**src/swmmm_pkg.sv**
```systemverilog
// shared constants, types and state codes of the sliding window statistics unit
`timescale 1ns / 1ps

package swmmm_pkg;

    // window and field geometry
    localparam int WINDOW_DEPTH = 100;
    localparam int ADDR_W       = $clog2(WINDOW_DEPTH);
    localparam int DATA_W       = 32;
    localparam int FILL_W       = 7;
    localparam int SUM_W        = 39;
    localparam int MODE_W       = 2;
    localparam int DIV_CNT_W    = $clog2(SUM_W + 1);
    localparam int OUT_W        = 136;

    // scale mode codes
    localparam logic [MODE_W-1:0] MODE_DOUBLE = 2'd3;
    localparam logic [MODE_W-1:0] MODE_RESET  = 2'd1;

    // saturation limits
    localparam logic [DATA_W-1:0] S32_MAX = 32'h7fff_ffff;
    localparam logic [DATA_W-1:0] S32_MIN = 32'h8000_0000;

    // sequencer states
    typedef enum logic [2:0] {
        ST_IDLE,
        ST_UPD,
        ST_SCAN,
        ST_DRAIN,
        ST_WAIT
    } t_state;

    // divider request and response
    typedef struct packed {
        logic                     start;
        logic signed [SUM_W-1:0]  dividend;
        logic [FILL_W-1:0]        divisor;
    } t_div_req;

    typedef struct packed {
        logic                     done;
        logic signed [DATA_W-1:0] quotient;
    } t_div_rsp;

endpackage

```
**src/swmmm_ram.sv**
```systemverilog
// window store: one write port, one read port with registered read data
`timescale 1ns / 1ps

module swmmm_ram (
    input  logic                           i_clk,
    input  logic                           i_we,
    input  logic [swmmm_pkg::ADDR_W-1:0]   i_waddr,
    input  logic [swmmm_pkg::DATA_W-1:0]   i_wdata,
    input  logic                           i_re,
    input  logic [swmmm_pkg::ADDR_W-1:0]   i_raddr,
    output logic [swmmm_pkg::DATA_W-1:0]   o_rdata
);

    logic [swmmm_pkg::DATA_W-1:0] r_mem [swmmm_pkg::WINDOW_DEPTH];
    logic [swmmm_pkg::DATA_W-1:0] r_rdata;

    // write port
    always_ff @(posedge i_clk) begin
        if (i_we) begin
            r_mem[i_waddr] <= i_wdata;
        end
    end

    // read port, registered read data
    always_ff @(posedge i_clk) begin
        if (i_re) begin
            r_rdata <= r_mem[i_raddr];
        end
    end

    assign o_rdata = r_rdata;

endmodule

```
**src/swmmm_div.sv**
```systemverilog
// serial restoring divider: signed window sum by unsigned fill count, one bit a cycle
`timescale 1ns / 1ps

module swmmm_div (
    input  logic                  i_clk,
    input  logic                  i_rst_n,
    input  swmmm_pkg::t_div_req   i_req,
    output swmmm_pkg::t_div_rsp   o_rsp
);

    logic                                 r_busy;
    logic                                 r_done;
    logic [swmmm_pkg::DIV_CNT_W-1:0]      r_cnt;
    logic [swmmm_pkg::SUM_W-1:0]          r_q;
    logic [swmmm_pkg::FILL_W-1:0]         r_rem;
    logic [swmmm_pkg::FILL_W-1:0]         r_div;
    logic                                 r_neg;

    logic [swmmm_pkg::FILL_W:0]           s_sh;
    logic [swmmm_pkg::FILL_W:0]           s_diff;
    logic                                 s_ge;
    logic [swmmm_pkg::SUM_W-1:0]          s_mag;
    logic [swmmm_pkg::SUM_W-1:0]          s_sq;

    // magnitude of the dividend
    assign s_mag = i_req.dividend[swmmm_pkg::SUM_W-1] ? (~i_req.dividend + 1'b1)
                                                      : i_req.dividend;

    // one restoring step
    assign s_sh   = {r_rem, r_q[swmmm_pkg::SUM_W-1]};
    assign s_diff = s_sh - {1'b0, r_div};
    assign s_ge   = (s_sh >= {1'b0, r_div});

    // control
    always_ff @(posedge i_clk) begin
        if (!i_rst_n) begin
            r_busy <= 1'b0;
            r_done <= 1'b0;
            r_cnt  <= '0;
        end else if (i_req.start) begin
            r_busy <= 1'b1;
            r_done <= 1'b0;
            r_cnt  <= swmmm_pkg::DIV_CNT_W'(swmmm_pkg::SUM_W);
        end else if (r_busy) begin
            r_cnt <= r_cnt - 1'b1;
            if (r_cnt == swmmm_pkg::DIV_CNT_W'(1)) begin
                r_busy <= 1'b0;
                r_done <= 1'b1;
            end
        end
    end

    // datapath
    always_ff @(posedge i_clk) begin
        if (i_req.start) begin
            r_q   <= s_mag;
            r_rem <= '0;
            r_div <= i_req.divisor;
            r_neg <= i_req.dividend[swmmm_pkg::SUM_W-1];
        end else if (r_busy) begin
            r_q   <= {r_q[swmmm_pkg::SUM_W-2:0], s_ge};
            r_rem <= s_ge ? s_diff[swmmm_pkg::FILL_W-1:0] : s_sh[swmmm_pkg::FILL_W-1:0];
        end
    end

    // sign restore, truncation toward zero follows from the magnitude divide
    assign s_sq = r_neg ? (~r_q + 1'b1) : r_q;

    assign o_rsp.done     = r_done;
    assign o_rsp.quotient = s_sq[swmmm_pkg::DATA_W-1:0];

endmodule

```
**src/sliding_window_min_max_mean_unit.sv**
```systemverilog
// top level: sequencer, running sum, min/max scan and output register
`timescale 1ns / 1ps

// Sliding window statistics over the last 100 scaled weight samples. Each accepted
// sample is scaled by scale_mode (3 doubles with saturation, other codes pass through),
// written into a 100-entry ring memory, and answered with one result carrying the
// scaled value, the fill count and the window min, max and mean (truncated toward
// zero). The result register loads once the scan and the divider are both done: the
// scan reads one memory entry a cycle through the single read port, and the 39-step
// serial divider is started beside the scan. The next sample is taken the cycle after
// the load. A finished result waits in the output register while the next sample is
// taken; while it is still held there, the load of the following result waits for
// the result stream.

module sliding_window_min_max_mean_unit (
    input  logic                                i_clk,
    input  logic                                i_rst_n,
    // configuration: scale_mode
    input  logic                                i_cfg_we,
    input  logic [swmmm_pkg::MODE_W-1:0]        i_cfg_wdata,
    // input stream
    input  logic                                s_axis_tvalid,
    output logic                                s_axis_tready,
    input  logic [swmmm_pkg::DATA_W-1:0]        s_axis_tdata,  // [31:0] weight_sample
    // result stream
    output logic                                m_axis_tvalid,
    input  logic                                m_axis_tready,
    // [31:0] scaled_weight, [38:32] window_fill, [70:39] window_min,
    // [102:71] window_max, [134:103] window_mean, [135] zero
    output logic [swmmm_pkg::OUT_W-1:0]         m_axis_tdata
);

    swmmm_pkg::t_state                  r_state;
    swmmm_pkg::t_state                  n_state;

    logic [swmmm_pkg::MODE_W-1:0]       r_mode;
    logic [swmmm_pkg::ADDR_W-1:0]       r_pos;
    logic [swmmm_pkg::FILL_W-1:0]       r_fill;
    logic signed [swmmm_pkg::SUM_W-1:0] r_sum;
    logic [swmmm_pkg::DATA_W-1:0]       r_scaled;
    logic [swmmm_pkg::ADDR_W-1:0]       r_idx;
    logic                               r_pend;
    logic                               r_pend_first;
    logic [swmmm_pkg::DATA_W-1:0]       r_min;
    logic [swmmm_pkg::DATA_W-1:0]       r_max;
    logic                               r_out_vld;
    logic [swmmm_pkg::OUT_W-1:0]        r_out;

    logic [swmmm_pkg::DATA_W-1:0]       s_scaled;
    logic                               s_in_acc;
    logic                               s_full;
    logic                               s_scan_last;
    logic                               s_out_free;
    logic                               s_mem_we;
    logic                               s_mem_re;
    logic [swmmm_pkg::ADDR_W-1:0]       s_mem_raddr;
    logic [swmmm_pkg::DATA_W-1:0]       s_mem_rdata;
    logic                               s_load_out;
    logic signed [swmmm_pkg::SUM_W-1:0] s_old_ext;
    logic signed [swmmm_pkg::SUM_W-1:0] s_new_ext;

    swmmm_pkg::t_div_req                s_div_req;
    swmmm_pkg::t_div_rsp                s_div_rsp;

    // mode scaling with saturation on doubling
    always_comb begin
        s_scaled = s_axis_tdata;
        if (r_mode == swmmm_pkg::MODE_DOUBLE) begin
            if (s_axis_tdata[31] ^ s_axis_tdata[30]) begin
                s_scaled = s_axis_tdata[31] ? swmmm_pkg::S32_MIN : swmmm_pkg::S32_MAX;
            end else begin
                s_scaled = {s_axis_tdata[30:0], 1'b0};
            end
        end
    end

    assign s_full      = (r_fill == swmmm_pkg::FILL_W'(swmmm_pkg::WINDOW_DEPTH));
    assign s_scan_last = (r_idx == swmmm_pkg::ADDR_W'(r_fill - 1'b1));
    assign s_out_free  = !r_out_vld || m_axis_tready;
    assign s_in_acc    = s_axis_tvalid && s_axis_tready;

    // next state
    always_comb begin
        n_state = r_state;
        case (r_state)
            swmmm_pkg::ST_IDLE: begin
                if (s_axis_tvalid) n_state = swmmm_pkg::ST_UPD;
            end
            swmmm_pkg::ST_UPD: begin
                n_state = swmmm_pkg::ST_SCAN;
            end
            swmmm_pkg::ST_SCAN: begin
                if (s_scan_last) n_state = swmmm_pkg::ST_DRAIN;
            end
            swmmm_pkg::ST_DRAIN: begin
                n_state = swmmm_pkg::ST_WAIT;
            end
            swmmm_pkg::ST_WAIT: begin
                if (s_div_rsp.done && s_out_free) n_state = swmmm_pkg::ST_IDLE;
            end
            default: begin
                n_state = swmmm_pkg::ST_IDLE;
            end
        endcase
    end

    // state outputs
    always_comb begin
        s_axis_tready      = 1'b0;
        s_mem_re           = 1'b0;
        s_mem_raddr        = r_pos;
        s_mem_we           = 1'b0;
        s_div_req.start    = 1'b0;
        s_div_req.dividend = r_sum;
        s_div_req.divisor  = r_fill;
        s_load_out         = 1'b0;
        case (r_state)
            swmmm_pkg::ST_IDLE: begin
                s_axis_tready = 1'b1;
                s_mem_re      = s_axis_tvalid;
            end
            swmmm_pkg::ST_UPD: begin
                s_mem_we = 1'b1;
            end
            swmmm_pkg::ST_SCAN: begin
                s_mem_re        = 1'b1;
                s_mem_raddr     = r_idx;
                s_div_req.start = (r_idx == '0);
            end
            swmmm_pkg::ST_DRAIN: begin
            end
            swmmm_pkg::ST_WAIT: begin
                s_load_out = s_div_rsp.done && s_out_free;
            end
            default: begin
            end
        endcase
    end

    swmmm_ram u_ram (
        .i_clk   (i_clk),
        .i_we    (s_mem_we),
        .i_waddr (r_pos),
        .i_wdata (r_scaled),
        .i_re    (s_mem_re),
        .i_raddr (s_mem_raddr),
        .o_rdata (s_mem_rdata)
    );

    swmmm_div u_div (
        .i_clk   (i_clk),
        .i_rst_n (i_rst_n),
        .i_req   (s_div_req),
        .o_rsp   (s_div_rsp)
    );

    // evicted and incoming values, sign extended to the sum width
    assign s_old_ext = s_full ? swmmm_pkg::SUM_W'($signed(s_mem_rdata)) : '0;
    assign s_new_ext = swmmm_pkg::SUM_W'($signed(r_scaled));

    // state register and configuration
    always_ff @(posedge i_clk) begin
        if (!i_rst_n) begin
            r_state <= swmmm_pkg::ST_IDLE;
            r_mode  <= swmmm_pkg::MODE_RESET;
        end else begin
            r_state <= n_state;
            if (i_cfg_we) r_mode <= i_cfg_wdata;
        end
    end

    // window bookkeeping: position, fill and running sum
    always_ff @(posedge i_clk) begin
        if (!i_rst_n) begin
            r_pos  <= '0;
            r_fill <= '0;
            r_sum  <= '0;
        end else if (r_state == swmmm_pkg::ST_UPD) begin
            r_sum <= r_sum - s_old_ext + s_new_ext;
            if (r_pos == swmmm_pkg::ADDR_W'(swmmm_pkg::WINDOW_DEPTH - 1)) begin
                r_pos <= '0;
            end else begin
                r_pos <= r_pos + 1'b1;
            end
            if (!s_full) r_fill <= r_fill + 1'b1;
        end
    end

    // sample capture and scan index
    always_ff @(posedge i_clk) begin
        if (s_in_acc) r_scaled <= s_scaled;
        if (r_state == swmmm_pkg::ST_UPD) begin
            r_idx <= '0;
        end else if (r_state == swmmm_pkg::ST_SCAN) begin
            r_idx <= r_idx + 1'b1;
        end
    end

    // read tracking for the scan
    always_ff @(posedge i_clk) begin
        if (!i_rst_n) begin
            r_pend       <= 1'b0;
            r_pend_first <= 1'b0;
        end else begin
            r_pend       <= (r_state == swmmm_pkg::ST_SCAN);
            r_pend_first <= (r_state == swmmm_pkg::ST_SCAN) && (r_idx == '0);
        end
    end

    // min and max over returned entries
    always_ff @(posedge i_clk) begin
        if (r_pend) begin
            if (r_pend_first) begin
                r_min <= s_mem_rdata;
                r_max <= s_mem_rdata;
            end else begin
                if ($signed(s_mem_rdata) < $signed(r_min)) r_min <= s_mem_rdata;
                if ($signed(s_mem_rdata) > $signed(r_max)) r_max <= s_mem_rdata;
            end
        end
    end

    // output register
    always_ff @(posedge i_clk) begin
        if (!i_rst_n) begin
            r_out_vld <= 1'b0;
        end else if (s_load_out) begin
            r_out_vld <= 1'b1;
        end else if (m_axis_tready) begin
            r_out_vld <= 1'b0;
        end
    end

    always_ff @(posedge i_clk) begin
        if (s_load_out) begin
            r_out <= {1'b0, s_div_rsp.quotient, r_max, r_min, r_fill, r_scaled};
        end
    end

    assign m_axis_tvalid = r_out_vld;
    assign m_axis_tdata  = r_out;

`ifndef SYNTHESIS
    // fill count never passes the window depth
    a_fill_bound: assert property (@(posedge i_clk) disable iff (!i_rst_n)
        r_fill <= swmmm_pkg::FILL_W'(swmmm_pkg::WINDOW_DEPTH))
        else $error("fill count beyond window depth");

    // write position stays inside the window
    a_pos_bound: assert property (@(posedge i_clk) disable iff (!i_rst_n)
        r_pos < swmmm_pkg::ADDR_W'(swmmm_pkg::WINDOW_DEPTH))
        else $error("write position outside window");

    // one sample at a time: no new transaction right after one is taken
    a_one_item: assert property (@(posedge i_clk) disable iff (!i_rst_n)
        s_axis_tvalid && s_axis_tready |=> !s_axis_tready)
        else $error("input taken while a sample is in work");

    // a presented result has min not above max
    a_min_max: assert property (@(posedge i_clk) disable iff (!i_rst_n)
        m_axis_tvalid |-> $signed(m_axis_tdata[70:39]) <= $signed(m_axis_tdata[102:71]))
        else $error("window min above window max");
`endif

endmodule

```
**config.mk**
```make
export PLATFORM = sky130hd
export DESIGN_NAME = sliding_window_min_max_mean_unit
export DESIGN_NICKNAME = d
export VERILOG_FILES = /design/src/swmmm_pkg.sv /design/src/swmmm_ram.sv /design/src/swmmm_div.sv /design/src/sliding_window_min_max_mean_unit.sv
export SDC_FILE = /design/constraint.sdc
export NUM_CORES = 2
export LEC_CHECK = 0
export ABC_AREA = 1
export BUFFER_PORTS_ARGS = -buffer_cell sky130_fd_sc_hd__clkbuf_2
export CORE_MARGIN = 4
export CORE_UTILIZATION = 45
export CTS_CLUSTER_SIZE = 8
export DETAILED_ROUTE_END_ITERATION = 16
export RECOVER_POWER = 25
export SYNTH_ARGS = -nofsm -noshare
export SYNTH_HDL_FRONTEND = slang
export SYNTH_HIERARCHICAL = 1
export SYNTH_SLANG_ARGS = --single-unit
```
**constraint.sdc**
```tcl
create_clock -name i_clk -period 19.6 [get_ports i_clk]
set_input_delay 3.92 -clock i_clk [delete_from_list [all_inputs] [get_ports i_clk]]
set_output_delay 3.92 -clock i_clk [all_outputs]
set_load 0.1 [all_outputs]
```
==> metrics.cfg <==
[outcome]
run_status=finished with violations
violations=capacitance limit, slew limit

[yosys]
yosys.area_share.simple_pct=21.5
synth.cell_area_um2=151000
synth_warnings=6
synthFlopType=edfxtp_1
synth_compound_area_share_pct=1.95
synth_mux_area_share_pct=0
syn-num-nets=13398
synth_seq_area_share_pct=70.9
synth_seq_cells=3593
synth_area_per_cell_um2=11.4
synth_top_family_by_area=simple AND/OR/NAND/NOR gates
synth-xor-area-share_pct=0.371
yosysUniqueCellTypes=58
synthArstFlopShare_pct=0
synthCells=13198
synth_edf_count=3510
synth-adder-area-share_pct=1.53

[power_and_ir_drop]
p_sw_share_pct=28.9
clockPowerShare_pct=39.7
combPwrFrac_pct=16.5
p_leak_nw=62.4
switchingPower_mw=5.85
power_frac_seq_pct=43.8
p_int_mw=14.4
ir_worst_vdd_mv=0.0859
total_power_mw=20.3
powerDensity_nw_per_um2=118

[clocking]
clk_latency_ps=1010
clk_path_buf_depth=4
htree_num_levels=6
cts-root-buf=clkbuf_16
cts_resized=0
clock-sinks=3593
clk_pin_slew_ps=50
post_cts_buffers=0
cts_tree=built
cts_buffers=520
cts_hold_buf=0

[sta]
fin_crit_ps=7540
skew_ps=56.6
fin_tns_setup_ps=0
setup_viol=0
final_hold_viol_count=0
slew_headroom_pct=-189
fmax_mhz=133
whs_ps=439
worst_slew_pin_slew_ps=4340
period_share_pct=38.5
finalMaxSlewViolations=1808
rsz0062_at_grt=false

[die]
core_um2=334000
rows=212
die_h_um=587
die_w_um=587
design.die.area_um2=345000
initial_core_util_pct=45.2
ios=177

[place]
place.detailed.hpwl_mm=263
dp.cells=17288
gp_congestion=0.904
io_buffer_count=175
place_area_um2=157000

[setup_path]
end_kind=register
reg2reg_slack_ps=12060
worst-r2r-cell-count=21
crit_type=reg2reg
worstSetupStartpointType=register
cp_max_fo=154
cp.required_ps=20450
worstPathArrival_ps=8400

[drt]
drtIter0Drc=12566
drc=0
via_count=103404
routedWlPerCell_um=26.3
via_per_inst=5.76
final_antenna_net_count=0
totalWireLength_mm=472
drt_first_pass_iters=6

[global_route]
grt_max_degree=185
grt_first_pass_wirelength_mm=677
grt_pass1_vias=96046
gr-total-overflow=0
antenna_found_initial=38
grt_use_total_pct=26.5

[hold_path]
hold_depth=0
hp-class=reg2reg

[layout]
fin_cells=17939
synthToLayoutAreaGrowth_pct=13.3
most-common-layout-cells=4093 x nand2_1, 3510 x edfxtp_1, 2825 x nand3_1, 531 x clkbuf_16, 509 x inv_1
nFillCells=28649
drive_gt1_share_pct=8.71
fin_nets=13623
post-route-cell-area_um2=171000
mostFrequentLayoutCell=nand2_1

[flow_run]
maxCapViolCount=48

[final timing paths]
| path | from | to |
|---|---|---|
| setup / recovery | r_state[1] | u_ram/o_rdata[16] |
| hold / removal | r_min[29] | m_axis_tdata[68] |
| setup reg to reg | r_state[1] | u_ram/o_rdata[16] |
| hold reg to reg | r_min[29] | m_axis_tdata[68] |
[kinds of logic (layout without fill, tap and decap cells)]
logic type                 after synthesis  after routing
adders and majority gates              161            161
and+or+nand+nor                       7568           7568
other                                    1             15
AOI/OAI and AO/OA                      535            535
buffers and inverters                 1276           1616
DFF                                   3593           3593
xor gates and xnor gates                64             64
[worst max-delay path, stage by stage (launching register included)]
cell	delay, ps
dfxtp_1	490
inv_2	110
nor3_2	840
inv_2	340
nor2_1	190
inv_1	90
o21a_4	230
inv_8	640
buf_4	640
buf_4	820
buf_4	810
buf_4	780
nand2_1	100
nand3_1	100
nand3_1	90
nand2_1	100
nand2_1	60
nand3_1	230
nand2_1	120
nand2_1	80
nand3_1	100
nand2_1	100
[per-layer routing]
| layer | track usage, % | part of all wire (%) |
|---|---|---|
| met5 | 0 | 0.022 |
| met4 | 9.21 | 3.6 |
| met3 | 6.67 | 12 |
| met2 | 40.0 | 44 |
| met1 | 37.4 | 40 |
[sequential cells by signal (all words and copies together), names as in the netlist]
register	cells
u_div/r_div	7
u_ram/r_mem	3200
u_ram/o_rdata	32
r_min	32
u_div/r_busy	1
u_div/r_done	1
m_axis_tdata	135
r_sum	39
r_pos	7
r_state	3
u_div/r_rem	7
r_pend_first	1
u_div/r_q	39
r_scaled	32
m_axis_tvalid	1
u_div/r_neg	1
u_div/r_cnt	6
r_mode	2
r_max	32
r_fill	7
r_pend	1
r_idx	7
[power groups by stage]
stage | Combinational (mW) | Sequential, mW | Clock, mW
floorplan | 2.14 | 9.01 | 0
global placement | 3.28 | 8.99 | 0
detailed placement | 3.30 | 8.99 | 0
CTS | 3.32 | 8.85 | 8.16
global route | 3.67 | 8.87 | 8.49
finish | 3.34 | 8.88 | 8.05
[synthesized netlist by cell type, types with 36 or more instances]
| library cell | count | share of area (%) |
|---|---|---|
| dfxtp_1 | 83 | 1.1 |
| xor2_1 | 44 | 0.26 |
| nand3_1 | 2825 | 9.4 |
| a21oi_1 | 214 | 0.71 |
| buf_4 | 77 | 0.38 |
| o21ai_0 | 213 | 0.71 |
| nand2_1 | 4099 | 10 |
| nor2_1 | 495 | 1.2 |
| ha_1 | 122 | 1.0 |
| buf_2 | 440 | 1.5 |
| edfxtp_1 | 3510 | 70 |
| clkbuf_1 | 165 | 0.41 |
| buf_1 | 59 | 0.15 |
| nand4_1 | 36 | 0.15 |
| inv_1 | 512 | 1.3 |
| fa_1 | 39 | 0.52 |
[per-stage QoR]
step                setup WS (ps)  utilization, %
detailed placement          12150            47.0
global route                11370            51.2
floorplan                    1840               -
global placement            12290            47.0
finish                      12060            51.2
CTS                         12130            51.3
[layout make-up]
type                            instances  area (µm²)  share of cell area, %
Sequential cell                      3593      107000                   62.6
Multi-Input combinational cell       8329       39100                   22.9
Clock buffer                          586       13500                   7.89
Tap cell                             4387        5490                   3.21
Timing Repair Buffer                  456        2990                   1.75
Inverter                              523        2010                   1.17
Clock inverter                         51         870                  0.508
Antenna cell                           14        35.0                 0.0205
(Power assumes the default switching activity.)
